<file path="src/rtl/core/gprce_pkg.sv">
// shared types, constants and hat tables for the gamepad report change-event block
`timescale 1ns / 1ps

package gprce_pkg;

	localparam int NUM_CTRL    = 18;
	localparam int NUM_ANALOG  = 4;
	localparam int NUM_AXES    = 6;
	localparam int ID_W        = 5;
	localparam int VAL_W       = 8;
	localparam int LEN_W       = 7;
	localparam logic [LEN_W-1:0] GOOD_LENGTH = 7'd8;
	localparam logic [VAL_W-1:0] HAT_CENTRE  = 8'd127;

	typedef enum logic [2:0] {
		EVT_ANALOG    = 3'd0,
		EVT_DIGITAL   = 3'd1,
		EVT_PRESS     = 3'd2,
		EVT_RELEASE   = 3'd3,
		EVT_UNHANDLED = 3'd4
	} evt_kind_t;

	typedef enum logic [1:0] {
		CLASS_ANALOG,
		CLASS_DIGITAL,
		CLASS_BUTTON
	} lane_class_t;

	typedef struct packed {
		logic             changed;
		evt_kind_t        kind;
		logic [VAL_W-1:0] value;
	} lane_evt_t;

	typedef lane_evt_t [NUM_CTRL-1:0] lane_evt_vec_t;

	function automatic logic [VAL_W-1:0] hat_to_x(input logic [3:0] code);
		logic [VAL_W-1:0] r;
		unique case (code)
			4'd1, 4'd2, 4'd3: r = 8'd255;
			4'd5, 4'd6, 4'd7: r = 8'd0;
			default:          r = HAT_CENTRE;
		endcase
		return r;
	endfunction

	function automatic logic [VAL_W-1:0] hat_to_y(input logic [3:0] code);
		logic [VAL_W-1:0] r;
		unique case (code)
			4'd0, 4'd1, 4'd7: r = 8'd0;
			4'd3, 4'd4, 4'd5: r = 8'd255;
			default:          r = HAT_CENTRE;
		endcase
		return r;
	endfunction

endpackage

</file>
<file path="src/rtl/core/gprce_lane.sv">
// one control lane: holds the previous value and flags a change
`timescale 1ns / 1ps

module gprce_lane (
	input  logic                              clk,
	input  logic                              arst_n,
	input  logic                              update,
	input  gprce_pkg::lane_class_t            lane_class,
	input  logic [gprce_pkg::VAL_W-1:0]       cur,
	output gprce_pkg::lane_evt_t              evt
);

	logic [gprce_pkg::VAL_W-1:0] prev_q;

	always_ff @(posedge clk or negedge arst_n) begin
		if (!arst_n) begin
			prev_q <= '0;
		end else if (update) begin
			prev_q <= cur;
		end
	end

	always_comb begin
		evt.changed = (cur != prev_q);
		unique case (lane_class)
			gprce_pkg::CLASS_ANALOG: begin
				evt.kind  = gprce_pkg::EVT_ANALOG;
				evt.value = cur;
			end
			gprce_pkg::CLASS_DIGITAL: begin
				evt.kind  = gprce_pkg::EVT_DIGITAL;
				evt.value = cur;
			end
			default: begin
				evt.kind  = cur[0] ? gprce_pkg::EVT_PRESS : gprce_pkg::EVT_RELEASE;
				evt.value = '0;
			end
		endcase
	end

endmodule

</file>
<file path="src/rtl/core/gprce_merge.sv">
// merging stage: drains changed lanes by id, one event per cycle if unstalled
`timescale 1ns / 1ps

module gprce_merge (
	input  logic                              clk,
	input  logic                              arst_n,
	input  logic                              load,
	input  logic                              unhandled,
	input  logic [gprce_pkg::LEN_W-1:0]       length,
	input  gprce_pkg::lane_evt_vec_t          evts,
	output logic                              busy,
	output logic                              m_tvalid,
	input  logic                              m_tready,
	output logic [15:0]                       m_tdata,  // control_id, event_value
	output logic [2:0]                        m_tuser,  // event_kind
	output logic                              m_tlast
);

	logic [gprce_pkg::NUM_CTRL-1:0] pend_q;
	logic                           unh_pend_q;
	logic [gprce_pkg::LEN_W-1:0]    unh_len_q;
	gprce_pkg::lane_evt_vec_t       evt_q;

	logic                           out_valid_q;
	gprce_pkg::evt_kind_t           out_kind_q;
	logic [gprce_pkg::ID_W-1:0]     out_id_q;
	logic [gprce_pkg::VAL_W-1:0]    out_val_q;
	logic                           out_last_q;

	logic [gprce_pkg::NUM_CTRL-1:0] changed_mask;
	logic [gprce_pkg::NUM_CTRL-1:0] sel_bit;
	logic [gprce_pkg::ID_W-1:0]     sel;
	logic                           advance;

	always_comb begin
		for (int i = 0; i < gprce_pkg::NUM_CTRL; i++) begin
			changed_mask[i] = evts[i].changed;
		end
	end

	// lowest pending id wins
	always_comb begin
		sel = '0;
		for (int i = gprce_pkg::NUM_CTRL - 1; i >= 0; i--) begin
			if (pend_q[i]) begin
				sel = gprce_pkg::ID_W'(i);
			end
		end
		sel_bit = gprce_pkg::NUM_CTRL'(1) << sel;
	end

	assign busy    = (pend_q != '0) || unh_pend_q;
	assign advance = busy && (!out_valid_q || m_tready);

	always_ff @(posedge clk or negedge arst_n) begin
		if (!arst_n) begin
			pend_q      <= '0;
			unh_pend_q  <= 1'b0;
			out_valid_q <= 1'b0;
		end else begin
			if (load) begin
				pend_q     <= unhandled ? '0 : changed_mask;
				unh_pend_q <= unhandled;
			end else if (advance) begin
				if (unh_pend_q) begin
					unh_pend_q <= 1'b0;
				end else begin
					pend_q <= pend_q & ~sel_bit;
				end
			end
			if (advance) begin
				out_valid_q <= 1'b1;
			end else if (m_tready) begin
				out_valid_q <= 1'b0;
			end
		end
	end

	always_ff @(posedge clk) begin
		if (load) begin
			evt_q     <= evts;
			unh_len_q <= length;
		end
		if (advance) begin
			if (unh_pend_q) begin
				out_kind_q <= gprce_pkg::EVT_UNHANDLED;
				out_id_q   <= '0;
				out_val_q  <= gprce_pkg::VAL_W'(unh_len_q);
				out_last_q <= 1'b1;
			end else begin
				out_kind_q <= evt_q[sel].kind;
				out_id_q   <= sel;
				out_val_q  <= evt_q[sel].value;
				out_last_q <= ((pend_q & ~sel_bit) == '0);
			end
		end
	end

	assign m_tvalid = out_valid_q;
	assign m_tuser  = out_kind_q;
	assign m_tdata  = {3'b000, out_val_q, out_id_q};
	assign m_tlast  = out_last_q;

endmodule

</file>
<file path="src/rtl/core/gamepad_report_change_events.sv">
// top level of the gamepad report change-event block
`timescale 1ns / 1ps
//
// takes one gamepad report per request on the s_ channel: report length and
// six payload bytes. eighteen lanes compare each decoded control with the
// value kept from the previous report; the merging stage then sends one
// event per changed control, lowest id first, on the m_ channel, with tlast
// on the final event of the report
// a report whose length is not 8 gives a single unhandled event and leaves
// the stored controls alone; a report with no change gives no event at all
// the first event passes the report register, the pending mask and the output
// register; the merging stage then sends one event per cycle while not stalled,
// 0 to 18 events per report; the next report is taken once the last event of
// this one sits in the output register
// a stalled receiver holds the output register and pauses the draining
// reset clears the stored axes to 0 and the buttons to released, and empties
// the pipeline
//
module gamepad_report_change_events (
	input  logic        clk,
	input  logic        arst_n,
	input  logic        s_tvalid,
	output logic        s_tready,
	input  logic [55:0] s_tdata,  // report_length, left_x_byte, left_y_byte, right_x_byte,
	                              // right_y_byte, hat_buttons_byte, more_buttons_byte
	output logic        m_tvalid,
	input  logic        m_tready,
	output logic [15:0] m_tdata,  // control_id, event_value
	output logic [2:0]  m_tuser,  // event_kind
	output logic        m_tlast
);

	logic                            rep_valid_s1;
	logic [54:0]                     rep_s1;
	logic                            merge_busy;
	logic                            len_ok;
	logic [gprce_pkg::LEN_W-1:0]     len;
	logic [7:0]                      hat_byte;
	logic [7:0]                      more_byte;
	logic [gprce_pkg::VAL_W-1:0]     cur [gprce_pkg::NUM_CTRL];
	gprce_pkg::lane_evt_vec_t        evts;

	assign s_tready = !rep_valid_s1 && !merge_busy;

	always_ff @(posedge clk or negedge arst_n) begin
		if (!arst_n) begin
			rep_valid_s1 <= 1'b0;
		end else begin
			rep_valid_s1 <= s_tvalid && s_tready;
		end
	end

	always_ff @(posedge clk) begin
		if (s_tvalid && s_tready) begin
			rep_s1 <= s_tdata[54:0];
		end
	end

	assign len       = rep_s1[6:0];
	assign len_ok    = (len == gprce_pkg::GOOD_LENGTH);
	assign hat_byte  = rep_s1[46:39];
	assign more_byte = rep_s1[54:47];

	// control values in id order
	always_comb begin
		cur[0]  = rep_s1[14:7];
		cur[1]  = rep_s1[22:15];
		cur[2]  = rep_s1[30:23];
		cur[3]  = rep_s1[38:31];
		cur[4]  = gprce_pkg::hat_to_x(hat_byte[3:0]);
		cur[5]  = gprce_pkg::hat_to_y(hat_byte[3:0]);
		cur[6]  = {7'd0, hat_byte[4]};
		cur[7]  = {7'd0, hat_byte[5]};
		cur[8]  = {7'd0, hat_byte[6]};
		cur[9]  = {7'd0, hat_byte[7]};
		cur[10] = {7'd0, more_byte[7]};
		cur[11] = {7'd0, more_byte[6]};
		cur[12] = {7'd0, more_byte[5]};
		cur[13] = {7'd0, more_byte[4]};
		cur[14] = {7'd0, more_byte[0]};
		cur[15] = {7'd0, more_byte[1]};
		cur[16] = {7'd0, more_byte[2]};
		cur[17] = {7'd0, more_byte[3]};
	end

	for (genvar g = 0; g < gprce_pkg::NUM_CTRL; g++) begin : g_lane
		localparam gprce_pkg::lane_class_t LCLASS =
			(g < gprce_pkg::NUM_ANALOG) ? gprce_pkg::CLASS_ANALOG :
			(g < gprce_pkg::NUM_AXES)   ? gprce_pkg::CLASS_DIGITAL :
			                              gprce_pkg::CLASS_BUTTON;
		gprce_lane u_lane (
			.clk        (clk),
			.arst_n     (arst_n),
			.update     (rep_valid_s1 && len_ok),
			.lane_class (LCLASS),
			.cur        (cur[g]),
			.evt        (evts[g])
		);
	end

	gprce_merge u_merge (
		.clk       (clk),
		.arst_n    (arst_n),
		.load      (rep_valid_s1),
		.unhandled (!len_ok),
		.length    (len),
		.evts      (evts),
		.busy      (merge_busy),
		.m_tvalid  (m_tvalid),
		.m_tready  (m_tready),
		.m_tdata   (m_tdata),
		.m_tuser   (m_tuser),
		.m_tlast   (m_tlast)
	);

endmodule
</file>
<file path="config.mk">
export PLATFORM = sky130hd
export DESIGN_NAME = gamepad_report_change_events
export DESIGN_NICKNAME = d
export VERILOG_FILES = /design/src/rtl/core/gprce_pkg.sv /design/src/rtl/core/gprce_lane.sv /design/src/rtl/core/gprce_merge.sv /design/src/rtl/core/gamepad_report_change_events.sv
export SDC_FILE = /design/constraint.sdc
export NUM_CORES = 1
export LEC_CHECK = 0
export BUFFER_PORTS_ARGS = -buffer_cell sky130_fd_sc_hd__buf_2
export CORE_ASPECT_RATIO = 1.2
export CORE_UTILIZATION = 65
export CTS_CLUSTER_SIZE = 14
export DETAILED_ROUTE_END_ITERATION = 7
export PLACE_DENSITY_LB_ADDON = 0.05
export SLEW_MARGIN = 0
export SYNTH_ARGS = -nofsm -noshare
export SYNTH_HDL_FRONTEND = slang
export SYNTH_HIERARCHICAL = 1
export SYNTH_SLANG_ARGS = --single-unit
</file>
<file path="constraint.sdc">
create_clock -name clk -period 10.13 [get_ports clk]
set_input_delay 2.026 -clock clk [delete_from_list [all_inputs] [get_ports clk]]
set_output_delay 2.026 -clock clk [all_outputs]
set_load 0.02 [all_outputs]
</file>
# == After elaboration in Yosys (flattened, before gate mapping) ==
# Cells that the tools add are included.
# classes
reduce_logical,20
eq_ne,27
bitwise,2
n_lt_le_gt_ge,1
shifts,1
n_mux,43
# ops
op,count
2-to-1 mux 5 bit,18
2-to-1 mux 18 bit,4
binary-select mux 12 bit (select 5 bit),1
inequality test 8 bit,6
one-hot mux 8 bit (2 select lines),2
bitwise AND 18 bit,1
logical NOT 18 bit,1
NOT 18 bit,1
nonzero test 18 bit,1
<< shifter 1 x 5 -> 18 bit (first input constant),1
== test 4 x 3 -> 1 bit (second input constant),4
2-to-1 mux 1 bit,16
inequality test 1 bit,12
OR reduction 3 bit,4
2-to-1 mux 11 bit,1
== test 4 x 2 -> 1 bit (second input constant),2
== test 7 x 4 -> 1 bit (second input constant),1
2-to-1 mux 7 bit,1
< comparator 5 x 6 -> 1 bit (second input constant),1
== test 4 x 1 -> 1 bit (second input constant),1
logical AND 1 bit,4
logical NOT 1 bit,4
logical NOT 4 bit,1
nonzero test 2 bit,2
other kinds (3),4
# totals
in_bits,60
regBits,262
elab_cells,159
out_inout_bits,22

# == Longest topological paths before layout ==
# Gate-level depths: netlist (run 1).
# logic_depth
ltp_word,24
ltp_mapped,11
mapped_depth_nobuf,7

# == By module ==
# The synthesis (run 1) kept the hierarchy.
# modules_own_cells
module,n_inst,cells_each,area_per_inst_um2,seq_area_each_um2
gprce_merge,1,682,10128.5,7166.9
gprce_lane,18,42,460.4,200.2
gamepad_report_change_events,1,73,1776.7,1676.6

# == Worst setup path before layout (run 1) ==
# No wires, ideal clock.
# synth_path
path_type,register -> output
startpoint,register rep_valid_s1
endpoint,output s_tready
required_time_ns,8.104
path_slack_ns,2.795
path_stages_with_launch,2
arrival_ns,5.309
n_path_buf,0
path_cell_list,dfrtp_1 > nor2_1
# synth_between
elab_chain_cells,2
# synth_lines
element,line,rtl
"start, declared",gamepad_report_change_events.sv:33,logic rep_valid_s1;
"start signal, assigned",gamepad_report_change_events.sv:49,rep_valid_s1 <= s_tvalid && s_tready;
logical NOT 1 bit,gamepad_report_change_events.sv:43,assign s_tready = !rep_valid_s1 && !merge_busy;
logical AND 1 bit,gamepad_report_change_events.sv:43,
"end, declared",gamepad_report_change_events.sv:23,"output logic s_tready,"
# Every way passes these cells.

# == Worst setup path after layout (run 1) ==
# layout_path
startpoint,register u_merge/pend_q[3] in the netlist's numbering
endpoint,output s_tready
# layout_between
elab_chain_cells,4
# layout_lines
element,line,rtl
"start, declared",gprce_merge.sv:19,logic [gprce_pkg::NUM_CTRL-1:0] pend_q;
"start signal, assigned",gprce_merge.sv:62,pend_q <= unhandled ? '0 : changed_mask;
"start signal, assigned",gprce_merge.sv:68,pend_q <= pend_q & ~sel_bit;
nonzero test 18 bit,gprce_merge.sv:52,assign busy = (pend_q != '0) || unh_pend_q;
logical OR 1 bit,gprce_merge.sv:52,
named net merge_busy,gamepad_report_change_events.sv:35,logic merge_busy;
logical NOT 1 bit,gamepad_report_change_events.sv:43,
logical AND 1 bit,gamepad_report_change_events.sv:43,
# The timed path passes the listed nets, and every way through them passes these cells.

==> results.json, run 1 <==
{
  "netlist_top_cells_count": "edfxtp_1, dfrtp_1, mux2_2",
  "cts_root_buffer": "clkbuf_16",
  "grt_pass1_wl_um": 65100,
  "rsz0062_at_grt": "false",
  "fillers": 2042,
  "grt-ovfl-total": 0,
  "synth_top_area_share_pct": 41.2,
  "yosys_warnings": 6,
  "sw_frac_of_total_pct": 32.8,
  "p_comb_share_pct": 28.4,
  "power_frac_clock_pct": 24.9,
  "finalMaxSlewViolations": 0,
  "gp_congestion": 0.869,
  "finalClockSkew_ns": 0.0182,
  "cts_setup_buffers": 0,
  "ys_ff_latch": 442,
  "placed_cell_area_um2": 21800,
  "synth_seq_area_share_pct": 61.6,
  "numCtsBuffers": 42,
  "multi_input_area_um2": 8330,
  "cp-end-kind": "primary output",
  "cts_buffer_depth": 3,
  "vias": 12400,
  "cts.sinks": 442,
  "drv_cap": 0,
  "worst-path-buf-inv": 2,
  "p_total_uw": 5890,
  "fin_area_um2": 23100,
  "clock.fmax_mhz": 192,
  "synth_edf_count": 277,
  "ir_worst_vdd_v": 0.000228,
  "p_leak_uw": 0.0100,
  "p_per_area_nw_per_um2": 255,
  "die_width_um": 163,
  "cts-resized-gates": 0,
  "nNetsFinal": 1897,
  "dieHeight_um": 195,
  "min_period_ns": 5.20,
  "synthDistinctLibCells": 71,
  "switching_power_uw": 1930,
  "reg2reg_slack_ns": 6.32,
  "seq_area_um2": 12500,
  "final_hold_viol_count": 0,
  "drt-vias-per-instance": 5.46,
  "cp_data_arrival_time_ns": 3.17,
  "seqPwrFrac_pct": 46.8,
  "ant_nets": 0,
  "hp-class": "reg -> reg",
  "start_util_pct": 66.3,
  "place_inst": 2189,
  "layoutNonFillerInstCount": 2265,
  "rows": 70,
  "ctsHtreeMaxLevel": 2,
  "syn_area_per_cell_um2": 13.4,
  "critical_path_required_ns": 8.10,
  "clkTransAtPathRegs_ns": 0.06,
  "grt_max_degree": 81,
  "antenna_found_initial": 0,
  "dr.pass1.iters": 5,
  "finalSetupViolCount": 0,
  "drcViolationCount": 0,
  "tightest_slew_ns": 1.11,
  "drt_iter0_markers": 1020,
  "synth_ff_type": "edfxtp_1",
  "synth_area_leader_cell": "edfxtp_1",
  "synthArstFlopShare_pct": 37.3,
  "core_um2": 30500,
  "track_usage_pct": 27.0,
  "synthToLayoutAreaGrowth_pct": 14.4,
  "startpoint_type": "flip-flop",
  "path_class": "reg -> out",
  "crit_family": "simple AND/OR/NAND/NOR gates",
  "cts_tree": "yes",
  "final_core_util_pct": 75.8,
  "finalCritPeriodShare_pct": 51.3,
  "hold_buffers": 0,
  "dieArea_um2": 31800,
  "place_hpwl_um": 27000,
  "slew_headroom_pct": 25.9,
  "routed_wl_um": 41300,
  "drive_above_1_share_pct": 17.3,
  "post-synth-top-count-cell": "edfxtp_1",
  "outcome": "complete, no violations",
  "fin_setup_tns_ns": 0,
  "clk-insertion-delay-late_ns": 0.54,
  "syn_inst": 1511,
  "io_buffers": 77,
  "critPathMaxFanout": 19,
  "cpMaxStageDelayCell": "nor4_4",
  "worstPathCellList": "nor4_4 -> nand4_1 -> nor4_2 -> inv_1 -> nor2_1 -> buf_2",
  "p_int_uw": 3960,
  "antennaDiodeCount": 0,
  "cpPeakStageDelay_ns": 0.93,
  "netlist_top_cells_area": "edfxtp_1, dfrtp_1, mux2_2, xor2_1, nor2b_1",
  "grt_pass1_vias": 12400,
  "syn_area_um2": 20200,
  "io_pins": 82,
  "wl_per_cell_um": 18.2
}
## worst paths after layout
| path | from | endpoint | cells past startpoint |
|---|---|---|---|
| worst max register to register | u_merge/pend_q[3] | u_merge/out_val_q[4] | 7 |
| worst min-delay path | rep_s1[5] | u_merge/unh_len_q[5] | 0 |
| max in group asynchronous | arst_n | rep_valid_s1 | 2 |
| min in group asynchronous | arst_n | g_lane[4].u_lane/prev_q[5] | 1 |
| worst max-delay path | u_merge/pend_q[3] | s_tready | 6 |
| worst min register to register | rep_s1[5] | u_merge/unh_len_q[5] | 0 |
## routing by layer
metal / vias up / routed length, um / global-route usage (%)
met5: - / 0 / 0
met4: 0 / 1170 / 9.62
met3: 69 / 1970 / 3.65
met2: 314 / 21400 / 46.8
met1: 6132 / 16700 / 34.6
li1: 5849 / - / -
## logic make-up after synthesis
kind of cell	Yosys count	share of synthesized area, %
other	21	0.390
AOI/OAI and AO/OA	199	7.29
and+or+nand+nor	397	11.5
muxes	181	9.91
xor gates and xnor gates	144	6.25
buffers and inverters	127	2.99
DFF	442	61.6
## area by class of cell
| cell class | count | area share, % |
|---|---|---|
| flip-flops and latches | 442 | 53.9 |
| clock inverters | 8 | 0.276 |
| clock buffers | 68 | 5.20 |
| inverters | 7 | 0.114 |
| well taps | 396 | 2.15 |
| multi-input cells | 1248 | 36.0 |
| repair buffers | 96 | 2.31 |
## power groups by stage
stage          Combinational [uW]  Clock (uW)  Sequential, uW
6_report                     1670        1460            2750
4_1_cts                      1660        1500            2760
3_3_place_gp                 1620           0            2760
2_1_floorplan                1040           0            2880
3_5_place_dp                 1650           0            2790
5_1_grt                      1800        1560            2800
## flip-flops by register name (all words and copies together) (netlist names)
signal and count:
g_lane.u_lane/prev_q 144, rep_s1 55, rep_valid_s1 1, u_merge/evt_q 198, u_merge/m_tlast 1, u_merge/m_tuser 3
u_merge/m_tvalid 1, u_merge/out_id_q 5, u_merge/out_val_q 8, u_merge/pend_q 18, u_merge/unh_len_q 7, u_merge/unh_pend_q 1
## cell usage in the layout (no fill, tap or decap), types with 7 or more instances in the layout
master | Yosys | layout
a211oi_1 | 38 | 38
a21oi_1 | 31 | 30
a22o_1 | 17 | 17
a31oi_1 | 19 | 19
and2b_1 | 18 | 18
and3_1 | 48 | 48
buf_2 | 30 | 76
buf_4 | 22 | 19
clkbuf_1 | 64 | 23
clkbuf_16 | 0 | 44
conb_1 | 21 | 327
dfrtp_1 | 165 | 164
edfxtp_1 | 277 | 277
inv_1 | 7 | 7
mux2_2 | 152 | 152
mux2i_1 | 29 | 29
nand2_1 | 36 | 35
nand2b_1 | 8 | 8
nand3_1 | 14 | 14
nand4_1 | 10 | 10
nor2_1 | 52 | 51
nor2b_1 | 131 | 131
nor3_1 | 13 | 11
nor4_1 | 44 | 43
o21ai_0 | 16 | 16
xor2_1 | 144 | 144
## through the flow
step	hold WS, ns	setup WS (ns)
finish	0.446	4.93
global route	0.458	4.72
CTS	0.451	4.91
detailed placement	0.438	5.54
global placement	0.428	5.55
floorplan	0.417	2.79
Power figures use the tool's default switching activity.
==> run 2: changes to the inputs <==
CORE_UTILIZATION = 64   (was 65)
clock period = 4.85 ns   (was 10.13 ns; I/O delays follow)
==> results.json, run 2 (synthesized netlist as in run 1, its figures left out) <==
{
  "drcViolationCount": 0,
  "track_usage_pct": 26.5,
  "cts_root_buffer": "clkbuf_16",
  "worstReg2RegEnd": "u_merge/out_val_q[4]",
  "outcome": "complete, no violations",
  "tightest_slew_ns": 1.02,
  "cp-end-kind": "primary output",
  "min_period_ns": 3.87,
  "dr.pass1.iters": 5,
  "grt-ovfl-total": 0,
  "use_met3_pct": 3.75,
  "grt_max_degree": 145,
  "p_comb_share_pct": 28.0,
  "antennaDiodeCount": 0,
  "start_util_pct": 65.7,
  "path_class": "reg -> out",
  "clkTransAtPathRegs_ns": 0.06,
  "cts_tree": "yes",
  "drt_iter0_markers": 860,
  "dp_slack_ns": 1.42,
  "cts_buffer_depth": 3,
  "met1_usage_pct": 33.8,
  "finalClockSkew_ns": 0.0174,
  "largest_reg_flops": 198,
  "fin_setup_tns_ns": 0,
  "drt-vias-per-instance": 5.43,
  "reg_top3": "u_merge/evt_q x198, g_lane.u_lane/prev_q x144, rep_s1 x55",
  "nNetsFinal": 1901,
  "multi_input_area_um2": 8320,
  "sw_frac_of_total_pct": 32.9,
  "fillers": 2034,
  "finalMaxSlewViolations": 0,
  "largest_register": "u_merge/evt_q",
  "hp-class": "in -> async",
  "grt_use_met2_pct": 46.2,
  "critPathMaxFanout": 6,
  "power_frac_clock_pct": 25.4,
  "finalCritPeriodShare_pct": 79.7,
  "clk-insertion-delay-late_ns": 0.55,
  "synthToLayoutAreaGrowth_pct": 14.9,
  "numCtsBuffers": 43,
  "dieHeight_um": 197,
  "setup_slack_ns": 0.983,
  "seqPwrFrac_pct": 46.5,
  "drive_above_1_share_pct": 18.0,
  "reg2reg_depth": 7,
  "p_int_uw": 8320,
  "core_um2": 30700,
  "slew_headroom_pct": 31.4,
  "rows": 70,
  "cts-resized-gates": 0,
  "rsz0062_at_grt": "false",
  "switching_power_uw": 4090,
  "final_common_cell": "conb_1",
  "r2r_start": "u_merge/pend_q[9]",
  "die_width_um": 164,
  "io_buffers": 77,
  "startpoint_type": "flip-flop",
  "timing.hold.ws_ns": 0.438,
  "routed_wl_um": 40900,
  "wl_per_cell_um": 18.0,
  "p_leak_uw": 0.0101,
  "vias": 12300,
  "place_hpwl_um": 26900,
  "reg2reg_slack_ns": 1.35,
  "cts.sinks": 442,
  "grt_pass1_wl_um": 65100,
  "critical_path_required_ns": 3.88,
  "top_usage_layer": "met2",
  "final_core_util_pct": 75.5,
  "clock.fmax_mhz": 259,
  "drv_cap": 0,
  "p_per_area_nw_per_um2": 535,
  "final_hold_viol_count": 0,
  "hold_buffers": 0,
  "seq_area_um2": 12500,
  "ctsHtreeMaxLevel": 2,
  "cp_data_arrival_time_ns": 2.90,
  "dieArea_um2": 32300,
  "ant_nets": 0,
  "gp_congestion": 0.924,
  "grt_pass1_vias": 12400,
  "ir_worst_vdd_v": 0.000425,
  "io_pins": 82,
  "antenna_found_initial": 0,
  "p_total_uw": 12400,
  "finalSetupViolCount": 0,
  "mostFrequentLayoutCells": "conb_1, edfxtp_1, dfrtp_1",
  "cts_setup_buffers": 0
}
run 2: changes by cell type in the layout (fill, tap and decap cells not counted), sizes merged:
cell,change
clkbuf,-8
clkinv,+10
buf,+3
run 2: power groups by stage:
stage | sequential, uW | clock [uW] | combinational, uW
2_1_floorplan | 5960 | 0 | 2180
3_3_place_gp | 5800 | 0 | 3360
3_5_place_dp | 5850 | 0 | 3450
4_1_cts | 5780 | 3210 | 3470
5_1_grt | 5880 | 3350 | 3760
6_report | 5770 | 3160 | 3480
run 2: how the worst max path moves through the flow:
stage / cells after the start / endpoint / start / slack [ns]
finish: 6 / s_tready / u_merge/pend_q[13] / 0.98
global route: 6 / s_tready / u_merge/pend_q[14] / 0.86
CTS: 6 / s_tready / u_merge/pend_q[14] / 0.98
detailed placement: 7 / u_merge/out_val_q[4] / u_merge/pend_q[10] / 1.42
global placement: 7 / u_merge/out_val_q[4] / u_merge/pend_q[10] / 1.42
floorplan: 2 / rep_s1[0] / rep_valid_s1 / 0.23
run 2: cell type report:
class | instances | area share [%]
Sequential cell | 442 | 53.6
Inverter | 7 | 0.113
Multi-Input combinational cell | 1248 | 35.8
Clock inverter | 18 | 0.544
Clock buffer | 60 | 5.18
Timing Repair Buffer | 99 | 2.56
Tap cell | 396 | 2.13
run 2: metal layers:
layer	routed length [um]	share of wire [%]
met5	0	0
met4	1160	2.8
met3	2100	5.1
met2	21200	52
met1	16500	40
run 2: worst max-delay path, cell delays in order, from the launching register on:
cell and delay (ns):
dfrtp_1 0.45, nor4_2 0.64, nand4_1 0.39, nor4_2 0.48, inv_1 0.08, nor2_1 0.13, buf_2 0.18
run 2: stage by stage:
stage                     std cells  instance area [um^2]
after global routing           2270                 23200
after global placement         2192                 21900
after detailed placement       2192                 21900
final                          2270                 23200
after CTS                      2270                 23200
after floorplan                1817                 21300
